### config.mk
export PLATFORM = sky130hd
export DESIGN_NAME = ssa_merge
export DESIGN_NICKNAME = d
export VERILOG_FILES = /design/src/assert_macros.svh /design/src/ssa_pkg.sv /design/src/ssa_merge.sv
export SDC_FILE = /design/constraint.sdc
export NUM_CORES = 1
export LEC_CHECK = 0
export ABC_AREA = 1
export BUFFER_PORTS_ARGS = -buffer_cell sky130_fd_sc_hd__buf_4
export CAP_MARGIN = 20
export CORE_MARGIN = 2
export CORE_UTILIZATION = 34
export DETAILED_ROUTE_END_ITERATION = 16
export MAX_ROUTING_LAYER = met4
export SLEW_MARGIN = 20
export SYNTH_ARGS = -nofsm -noshare
export SYNTH_HDL_FRONTEND = slang
export SYNTH_SLANG_ARGS = --single-unit
### constraint.sdc
create_clock -name vclk -period 8.6
set_input_delay 0.86 -clock vclk [all_inputs]
set_output_delay 0.86 -clock vclk [all_outputs]
set_load 0.03 [all_outputs]
### src/assert_macros.svh
// Assertion macros shared by the RTL.
// Bodies compile away when SYNTHESIS is defined.
`ifndef ASSERT_MACROS_SVH
`define ASSERT_MACROS_SVH
`ifndef SYNTHESIS
`define SSA_ASSERT(lbl, clk, rstn, prop) \
  lbl: assert property (@(posedge clk) disable iff (!rstn) prop) \
    else $error("%m: assertion failed");
`define SSA_ASSERT_NR(lbl, clk, prop) \
  lbl: assert property (@(posedge clk) prop) else $error("%m: assertion failed");
`else
`define SSA_ASSERT(lbl, clk, rstn, prop)
`define SSA_ASSERT_NR(lbl, clk, prop)
`endif
`endif

### src/ssa_pkg.sv
// Types, constants and float helpers for the sign-sketch attention score.
// No dependencies.
`default_nettype none
package ssa_pkg;
  localparam int LANES  = 8;
  localparam int PART_W = 12;
  localparam int SUM_W  = 15;
  localparam int ACC_W  = 17;

  typedef enum logic [1:0] {
    FN_QBYTES = 2'd0,
    FN_QSCALE = 2'd1,
    FN_KEY    = 2'd2,
    FN_NONE   = 2'd3
  } func_t;

  // sqrt(pi/2) as single: exponent 127, fraction below
  localparam logic [22:0] C_FRAC = 23'h206C99;
  localparam int          C_EXP0 = 127;
  localparam logic [31:0] QNAN_DEFAULT = 32'hFFC0_0000;

  // value = mant * 2^(exp - 150); bits holds the quietened NaN
  typedef struct packed {
    logic        sign;
    logic [8:0]  exp;
    logic [23:0] mant;
    logic        is_nan;
    logic        is_inf;
    logic        is_zero;
    logic [31:0] bits;
  } fop_t;

  function automatic fop_t unpack_f32(input logic [31:0] b);
    fop_t r;
    r.sign    = b[31];
    r.bits    = b | 32'h0040_0000;
    r.is_nan  = (b[30:23] == 8'hFF) && (b[22:0] != 23'd0);
    r.is_inf  = (b[30:23] == 8'hFF) && (b[22:0] == 23'd0);
    r.is_zero = (b[30:23] == 8'h00) && (b[22:0] == 23'd0);
    r.exp     = (b[30:23] == 8'h00) ? 9'd1 : {1'b0, b[30:23]};
    r.mant    = {(b[30:23] != 8'h00), b[22:0]};
    return r;
  endfunction

  function automatic fop_t from_int17(input logic signed [ACC_W-1:0] v);
    fop_t r;
    logic [ACC_W-1:0] mag;
    mag       = v[ACC_W-1] ? (~v + 17'd1) : v;
    r.sign    = v[ACC_W-1];
    r.bits    = 32'd0;
    r.is_nan  = 1'b0;
    r.is_inf  = 1'b0;
    r.is_zero = (v == 17'sd0);
    r.exp     = 9'd150;
    r.mant    = {7'd0, mag};
    return r;
  endfunction
endpackage
`default_nettype wire

### src/ssa_merge.sv
// Adder tree combining the lane partial dots.
// Depends on ssa_pkg.
`default_nettype none
module ssa_merge import ssa_pkg::*; (
  input  logic [LANES-1:0][PART_W-1:0] part,
  output logic signed [SUM_W-1:0]      sum
);
  always_comb begin
    sum = '0;
    for (int i = 0; i < LANES; i++) begin
      sum = sum + SUM_W'($signed(part[i]));
    end
  end
endmodule
`default_nettype wire

Yosys cells after proc, flatten, opt, wreduce, memory -nomap -nowiden
Cells that the tools add are included.
{"block": "word_totals", "romBits": 0, "latch_bits": 0, "regBits": 0, "ram_bits": 0, "output_inout_bits": 15, "wordCells": 7, "n_memories": 0, "in_bits": 96}
{"block": "op_classes", "div": 0, "n_reduce_logical": 0, "mul": 0, "bitwise": 0, "magnitude_cmp": 0, "n_shift": 0, "mux": 0, "add_sub_neg": 7, "n_eq_ne": 0}
{"operator": "15-bit by 12-bit adder with 15-bit output", "count": 4}
{"operator": "14-bit by 12-bit adder with 15-bit output", "count": 1}
{"operator": "13-bit by 12-bit adder with 14-bit output", "count": 1}
{"operator": "12-bit by 12-bit adder with 13-bit output", "count": 1}

Depth between registers and ports, before layout
Gate-level depths: netlist of the first run.
{"block": "depth", "word_depth": 7, "depth_mapped": 18, "depth_no_buf": 18}

Worst setup path before layout of the first run
Ideal clock, no wire load.
{"block": "synth_path", "kind": "input -> output", "start": "in part[2] in the netlist's numbering", "end": "out sum[8]", "path_buffers": 0, "path_slack_ps": 3218, "arrival_ps": 4522, "path_stages": 17, "t_required_ps": 7740, "cell_sequence": "inv_1 -> fa_1 -> inv_1 -> fa_1 -> fa_1 -> inv_1 -> fa_1 -> inv_1 -> ha_1 -> inv_1 -> fa_1 -> inv_1 -> nand3_1 -> nand3_2 -> nand2_1 -> nand2_1 -> xor2_1"}
{"block": "synth_via", "elab_chain_len": 7}
{"item": "from (decl)", "line_no": "ssa_merge.sv:5", "text": "input logic [LANES-1:0][PART_W-1:0] part,"}
{"item": "12-bit by 12-bit adder with 13-bit output", "line_no": "ssa_merge.sv:11", "text": "sum = sum + SUM_W'($signed(part[i]));"}
{"item": "13-bit by 12-bit adder with 14-bit output", "line_no": "ssa_merge.sv:11"}
{"item": "14-bit by 12-bit adder with 15-bit output", "line_no": "ssa_merge.sv:11"}
{"item": "15-bit by 12-bit adder with 15-bit output (4 in a row)", "line_no": "ssa_merge.sv:11"}
{"item": "to (decl)", "line_no": "ssa_merge.sv:6", "text": "output logic signed [SUM_W-1:0] sum"}
No other way between the ends.

Final worst setup path of the first run
Ends and elaborated chain as after synthesis.

==> results of run 1 <==
==> path summary, 6_finish.rpt <==
| kind | to | cells after the start | slack [ns] |
|---|---|---|---|
| worst max-delay path | sum[8] | 19 | 3.09 |
| worst min-delay path | sum[0] | 4 | 2.21 |
==> area by class of cell <==
type / instances / area (µm²) / share of cell area [%]
Multi-Input combinational cell: 190 / 2150 / 56.7
Timing Repair Buffer: 111 / 833 / 22.0
Inverter: 181 / 679 / 17.9
Tap cell: 105 / 131 / 3.46
==> placed cells by master, fill, tap and decap left out <==
| cell | synthesis | routed |
|---|---|---|
| inv_1 | 180 | 180 |
| buf_4 | 0 | 111 |
| fa_1 | 75 | 75 |
| nand2_1 | 61 | 61 |
| ha_1 | 15 | 15 |
| nand3_1 | 11 | 11 |
| a21oi_1 | 7 | 7 |
| nor2_1 | 7 | 7 |
| xnor2_1 | 4 | 4 |
| nand4_1 | 4 | 4 |
| xor2_1 | 4 | 4 |
| nand3_2 | 2 | 2 |
| inv_2 | 1 | 1 |
==> critical path: stages <==
cell     delay [ns]
buf_4          0.07
inv_1          0.04
fa_1           0.53
inv_1          0.06
fa_1           0.51
fa_1           0.55
inv_1          0.06
fa_1           0.46
inv_1          0.07
ha_1           0.20
inv_1          0.07
fa_1           0.40
inv_1          0.10
nand3_1        0.08
nand3_2        0.13
nand2_1        0.07
nand2_1        0.07
xor2_1         0.15
buf_4          0.18
==> cells in the mapped netlist (all sizes together) <==
cell,number
ha,15
nand2,61
fa,75
nand3,13
xnor2,4
inv,181
xor2,4
a21oi,7
nand4,4
nor2,7
==> kinds of logic after synthesis <==
kind of cell	after synthesis
AO/OA/AOI/OAI	7
buffers and inverters	181
XOR/XNOR	8
AND/OR/NAND/NOR	85
adder cells (fa/ha/maj)	90
==> layer usage <==
layer / vias up / share of wire, %
met4: 0 / 0
met3: 0 / 8.8
met5: - / 0
met2: 73 / 53
met1: 1076 / 39
li1: 1200 / -
==> stage by stage <==
step	instance area [µm²]	hold WS [ns]	setup slack, ns	utilization [%]
2_1_floorplan	2830	2.10	3.22	-
3_3_place_gp	3790	2.18	3.13	46.6
3_5_place_dp	3790	2.22	3.08	46.6
4_1_cts	3790	2.22	3.05	46.6
5_1_grt	3790	2.22	2.86	46.6
6_report	3790	2.21	3.09	46.6
==> reports/results.txt, run 1 <==
Netlist cell types - 12
Largest family of logic cells by synthesized area - adder cells
Yosys warns - 0
Initial Util - 34.8%
IO Pins - 111
Global placement routability congestion - 0.768
Critical path peak fanout - 4
Final cell count without fillers - 587
Status - finished clean
FILL cells - 832
Hold Vio Cnt, Final - 0
Cell count after synthesis - 371
Max Cap Viol - 0
Gr busiest metal - met2
Setup total negative slack - 0 ns
Final net count - 670
Core ar. - 8130 µm²
Die Area - 9070 µm²
Post-synthesis xor/xnor area fraction - 2.48%
Crit Path Category - in2out
Startpoint Class - input pin
Drt pass-1 iters - 4
Ant diodes - 0
Synth top area cells - fa_1 53%, inv_1 24%, nand2_1 8.1%
Residual DRC - 0
CP Capture Type - primary output
Clkbuf count - 0
RSZ-0062 raised after global routing - no
Number of global-route vias before repair - 2580
Initial antenna violation count - 0
Total number of vias - 2349
Largest net degree at the start of global routing - 7
Starting DRT DRC Count - 22
Die height - 95.2 µm
Fin crit share - 64.1%
Register Area - 0 µm²
CP Data Arrival Time - 4.65 ns
Drt wl/cell - 8.73 µm
Max Fclk - 181 MHz
Syn_area_per_cell - 7.63 µm²
Compound-Gate Fraction of Synth Area - 1.24%
Adder-cell share of the synthesized area - 59.7%
Final setup vio count - 0
Pins over their slew limit - 0
Layout sequential cell count - 0
First element of the critical path - part[2]
Die X - 95.2 µm
P&R area growth vs syn - 34.1%
Register area share after synthesis - 0%
Mapped Area - 2830 µm²
Min-delay worst type - in2out
Met1 GRT Util - 13.8%
Tmin final - 5.51 ns
Post_cts resized - 0
Met2 Usage GRT - 27.1%
Proportion of synthesized area in mux cells - 0%
Syn_nets - 557
Post-CTS Setup Inserts - 0
Tightest Pin Transition - 0.199 ns
Global-route wire length before repair - 9640 µm
Placed cells - 587
Hold buffer count at CTS - 0
GRT Residual Overflow - 0
Final HPWL DP - 5120 µm
PortBufs - 111
Max_slew headroom - 86.8%
Final wirelength - 5120 µm
Synth Area in Simple Gates - 12.6%
Synth top area share - 53.1%
Layout cell share with drive strength beyond 1 - 23.7%
Crit path required time - 7.74 ns
GR met3 Demand/Resource - 1.26%
GRT Total Usage - 13.0%
Min-delay src - part[84]
Via/cell ratio - 4.00
Final ANT Viol Nets - 0
Area leader, netlist - fa_1
FP Rows - 33
Power of run 1 is left out: the tool's default activity adds up to more than one toggle a clock period on the data nets, which glitch-free logic cannot reach.
==> run 2, diff against run 1 <==
--- a/config.mk
+++ b/config.mk
@@ -5,7 +5,7 @@
 export SDC_FILE = /design/constraint.sdc
 export NUM_CORES = 1
 export LEC_CHECK = 0
-export ABC_AREA = 1
+export ABC_AREA = 0
 export BUFFER_PORTS_ARGS = -buffer_cell sky130_fd_sc_hd__buf_4
 export CAP_MARGIN = 20
 export CORE_MARGIN = 2
==> constraint.sdc (replaced) <==
create_clock -name vclk -period 5.1
set_input_delay 0.51 -clock vclk [all_inputs]
set_output_delay 0.51 -clock vclk [all_outputs]
set_load 0.03 [all_outputs]
==> run 2 against run 1 <==
Sequential share of layout area is the same. Synthesized cell count shrank 16%. Clock-buffer cell count is the same. Utilization grew 1.9 points. Die area shrank 3.6%. Cell area shrank 1.2%. Critical endpoint is now sum[12]. Highest routed layer is now met4.
==> reports/results.txt, run 2 <==
Status - finished clean (unchanged)
Die height - 93.5 µm (was 95.2 µm)
IO Pins - 111 (unchanged)
Startpoint Class - input pin (unchanged)
Final net count - 611 (was 670)
Netlist cell types - 34 (was 12)
GRT Residual Overflow - 0 (unchanged)
Largest net degree at the start of global routing - 9 (was 7)
Critical path peak fanout - 4 (unchanged)
Pre-CTS WS - 0.0357 ns (was 3.08 ns)
Register Area - 0 µm² (unchanged)
Initial Util - 35.2% (was 34.8%)
Crit path required time - 4.59 ns (was 7.74 ns)
Pins over their slew limit - 0 (unchanged)
Max Fclk - 199 MHz
CP peak stage delay - 0.55 ns (about the same)
Synth top area share - 55.1% (was 53.1%)
Hold buffer count at CTS - 0 (unchanged)
Syn_area_per_cell - 8.75 µm² (was 7.63 µm²)
Final HPWL DP - 5130 µm (was 5120 µm)
Routed wl met2 - 2840 µm (was 2690 µm)
Most frequent cells in the layout - 145 x inv_1, 112 x buf_4, 73 x fa_1 (was 180 x inv_1, 111 x buf_4, 75 x fa_1)
CP bufs+invs - 7 (was 8)
Final setup vio count - 0 (unchanged)
Min-delay worst type - in2out (unchanged)
Yosys warns - 0 (unchanged)
Die Area - 8740 µm² (was 9070 µm²)
Final ANT Viol Nets - 0 (unchanged)
Global placement routability congestion - 0.674 (was 0.768)
Area leader, netlist - fa_1 (unchanged)
Max_slew headroom - 80.4% (was 86.8%)
Residual DRC - 0 (unchanged)
Layout sequential cell count - 0 (unchanged)
FILL cells - 762 (was 832)
Starting DRT DRC Count - 15 (was 22)
Hold slack - 1.47 ns (was 2.21 ns)
Initial antenna violation count - 0 (unchanged)
Max Cap Viol - 0 (unchanged)
Cell count after synthesis - 311 (was 371)
PortBufs - 111 (unchanged)
Die X - 93.5 µm (was 95.2 µm)
Slowest CP cell - fa_1 (unchanged)
Setup total negative slack - 0 ns (unchanged)
Drt pass-1 iters - 2 (was 4)
Placed cells - 524 (was 587)
Cells along the critical path - buf_6, inv_2, fa_1, inv_2, fa_1, fa_1, inv_2, fa_1, inv_1, ha_2, inv_2, fa_2, nor2b_4, o31a_4, o311ai_4, and4b_1, nor3_2, buf_4 (was buf_4, inv_1, fa_1, inv_1, fa_1, fa_1, inv_1, fa_1, inv_1, ha_1, inv_1, fa_1, inv_1, nand3_1, nand3_2, nand2_1, nand2_1, xor2_1, buf_4)
Tightest Pin Transition - 0.294 ns (was 0.199 ns)
Commonest non-fill, non-tap cell in the layout - inv_1 (unchanged)
Layout cell share with drive strength beyond 1 - 31.7% (was 23.7%)
RSZ-0062 raised after global routing - yes (was no)
Final wirelength - 5250 µm (was 5120 µm)
CP Data Arrival Time - 4.51 ns (was 4.65 ns)
Fin crit share - 98.5%
Total number of vias - 2197 (was 2349)
Number of global-route vias before repair - 2470 (was 2580)
Global-route wire length before repair - 9790 µm (was 9640 µm)
Tmin final - 5.02 ns
Core ar. - 7730 µm² (was 8130 µm²)
P&R area growth vs syn - 37.7% (was 34.1%)
Wire length on met1 - 2030 µm (was 1980 µm)
FP Rows - 32 (was 33)
Mapped Area - 2720 µm² (was 2830 µm²)
Top-count cell post-synth - inv_1 (unchanged)
Hold Vio Cnt, Final - 0 (unchanged)
Family with the most delay on the worst path - adder cells (unchanged)
Top sig layer - met4 (was met3)
Ant diodes - 0 (unchanged)
Final WS setup - 0.0777 ns (was 3.09 ns)
Register area share after synthesis - 0% (unchanged)
Crit Path Category - in2out (unchanged)
CP Capture Type - primary output (unchanged)
Drt wl/cell - 10.0 µm (was 8.73 µm)
Synth top area cells - fa_1 55%, inv_1 21%, ha_1 6.9% (was fa_1 53%, inv_1 24%, nand2_1 8.1%)
Met3 wire length - 356 µm (was 451 µm)
Most frequent cells after synthesis - 150 x inv_1, 75 x fa_1, 15 x ha_1 (was 180 x inv_1, 75 x fa_1, 61 x nand2_1)
Final cell count without fillers - 525 (was 587)
Syn_nets - 497 (was 557)
Clkbuf count - 0 (unchanged)
GRT Total Usage - 13.5% (was 13.0%)
Via/cell ratio - 4.18 (was 4.00)
run 2: layer usage:
layer | track usage (%) | up-vias
met3 | 0.806 | 2
met4 | 0.245 | 0
li1 | - | 1076
met1 | 16.3 | 1055
met2 | 26.3 | 64
met5 | - | -
run 2: worst paths after layout:
check,from,end,slack (ns),depth (start not counted)
worst min-delay path,part[84],sum[0],1.47,4
worst max-delay path,part[62],sum[12],0.08,18
run 2: per-stage QoR:
| step | cell area (µm²) | util, % |
|---|---|---|
| finish | 3750 | 48.5 |
| global route | 3750 | 48.5 |
| CTS | 3690 | 47.8 |
| detailed placement | 3690 | 47.7 |
| global placement | 3690 | 47.7 |
| floorplan | 2720 | - |
run 2: layout make-up:
class                      instances  area (µm²)  share of cell area (%)
tap                              102         128                    3.40
multi-input combinational        159        2190                    58.5
inverter                         150         563                    15.0
timing repair buffer             114         863                    23.0
run 2: cells by family (layout without fill, tap and decap cells):
kind of cell / count (synthesis) / after routing / synth area share (%)
AO/OA/AOI/OAI: 28 / 28 / 7.54
XOR/XNOR: 9 / 9 / 2.90
adder cells (fa/ha/maj): 90 / 90 / 62.0
buffers and inverters: 152 / 264 / 21.0
AND/OR/NAND/NOR: 32 / 32 / 6.53
run 2: repair_timing:
action	in CTS	in global routing
buffers inserted	0	1
hold endpoints to repair	0	0
setup endpoints to repair	1	7
pin swaps	0	11
resized for setup	1	16
Power of run 2 is left out for the same reason.
==> run 3, diff against run 2 <==
==> constraint.sdc (replaced) <==
create_clock -name vclk -period 5.8
set_input_delay 0.58 -clock vclk [all_inputs]
set_output_delay 0.58 -clock vclk [all_outputs]
set_load 0.03 [all_outputs]
==> run 3 against run 2 <==
Cell count shrank 0.57%. Critical path depth is the same. Highest routed layer is now met3. Routed wire length shrank 2.4%. Clock-buffer cell count is the same.
==> reports/results.txt, run 3 (synthesis results as in run 2) <==
Status - finished clean (unchanged)
Clkbuf count - 0 (unchanged)
Largest net degree at the start of global routing - 9 (unchanged)
Pins over their slew limit - 0 (unchanged)
Global-route wire length before repair - 9690 µm (was 9790 µm)
P&R area growth vs syn - 35.0% (was 37.7%)
Max_slew headroom - 79.1% (was 80.4%)
Via/cell ratio - 4.08 (was 4.18)
Hold Vio Cnt, Final - 0 (unchanged)
Fin crit share - 89.2%
Multi-input gate area - 2150 µm² (was 2190 µm²)
Crit Path Category - in2out (unchanged)
Die Area - 8740 µm² (unchanged)
Initial Util - 35.2% (unchanged)
First element of the critical path - part[2] (was part[62])
Register Area - 0 µm² (unchanged)
Final wirelength - 5130 µm (was 5250 µm)
Ant diodes - 0 (unchanged)
IO Pins - 111 (unchanged)
FP Rows - 32 (unchanged)
Layout cell share with drive strength beyond 1 - 27.9% (was 31.7%)
Number of global-route vias before repair - 2392 (was 2470)
Post-CTS Setup Inserts - 0 (unchanged)
Tightest Pin Transition - 0.311 ns (was 0.294 ns)
Hold buffer count at CTS - 0 (unchanged)
RSZ-0062 raised after global routing - no (was yes)
Total number of vias - 2131 (was 2197)
Final setup vio count - 0 (unchanged)
PortBufs - 111 (unchanged)
Drt pass-1 iters - 3 (was 2)
CP peak stage delay - 0.55 ns (about the same)
Setup total negative slack - 0 ns (unchanged)
Global placement routability congestion - 0.702 (was 0.674)
Crit path required time - 5.22 ns (was 4.59 ns)
Residual DRC - 0 (unchanged)
Core ar. - 7730 µm² (unchanged)
Critical path peak fanout - 4 (unchanged)
Post_cts resized - 0 (was 1)
Min-delay worst type - in2out (unchanged)
Max Cap Viol - 0 (unchanged)
Most frequent cells in the layout - 150 x inv_1, 111 x buf_4, 75 x fa_1 (was 145 x inv_1, 112 x buf_4, 73 x fa_1)
Die X - 93.5 µm (unchanged)
Tmin final - 5.17 ns
Die height - 93.5 µm (unchanged)
Initial antenna violation count - 0 (unchanged)
Layout sequential cell count - 0 (unchanged)
Final net count - 608 (was 611)
CP Capture Type - primary output (unchanged)
Startpoint Class - input pin (unchanged)
CP Data Arrival Time - 4.59 ns (was 4.51 ns)
Slowest CP cell - fa_1 (unchanged)
Commonest non-fill, non-tap cell in the layout - inv_1 (unchanged)
Drt wl/cell - 9.82 µm (was 10.0 µm)
Cells along the critical path - buf_4, inv_1, fa_1, inv_1, fa_1, fa_1, inv_1, fa_1, inv_1, ha_1, inv_1, fa_1, nor2b_4, o31a_4, o2111ai_1, a31o_2, xnor2_1, buf_4 (was buf_6, inv_2, fa_1, inv_2, fa_1, fa_1, inv_2, fa_1, inv_1, ha_2, inv_2, fa_2, nor2b_4, o31a_4, o311ai_4, and4b_1, nor3_2, buf_4)
GRT Residual Overflow - 0 (unchanged)
Final ANT Viol Nets - 0 (unchanged)
GRT Total Usage - 13.5% (about the same)
Final HPWL DP - 5040 µm (was 5130 µm)
Max Fclk - 193 MHz
Min-delay src - part[84] (unchanged)
FILL cells - 773 (was 762)
Starting DRT DRC Count - 18 (was 15)
-- run 3: changes by cell type in the layout (fill, tap and decap cells not counted), sizes merged --
cell | before | now
buf | 114 | 111
-- run 3: critical path: cells and delay by family --
family | cells | cell delay, ns
AND/OR/NAND/NOR | 1 | 0.14
buffers and inverters | 7 | 0.56
XOR/XNOR | 1 | 0.14
adder cells (fa/ha/maj) | 6 | 2.65
AO/OA/AOI/OAI | 3 | 0.54
-- run 3: metrics by stage --
stage | setup WS (ns) | hold WS (ns) | std cells | area, µm² | util, %
finish | 0.626 | 1.63 | 522 | 3670 | 47.6
global route | 0.309 | 1.66 | 522 | 3670 | 47.6
CTS | 0.579 | 1.64 | 522 | 3670 | 47.6
detailed placement | 0.600 | 1.64 | 522 | 3670 | 47.6
global placement | 0.628 | 1.62 | 522 | 3670 | 47.6
floorplan | 0.644 | 1.54 | 311 | 2720 | -
-- run 3: path summary, 6_finish.rpt --
kind | end | slack (ns) | cells past startpoint
setup / recovery | sum[14] | 0.63 | 18
hold / removal | sum[0] | 1.63 | 4
-- run 3: layer usage --
layer  track usage, %  wire length [µm]  vias to the layer above
li1                 -                 -                     1074
met3            0.886               364                        0
met5                -                 0                        -
met2             25.1              2700                       62
met1             17.2              2060                      995
met4                0                 0                        0
-- run 3: area by class of cell --
type / count / share of cell area [%]
inverters: 150 / 15.3
well taps: 102 / 3.47
multi-input cells: 159 / 58.5
repair buffers: 111 / 22.7
Power of run 3 is left out for the same reason.
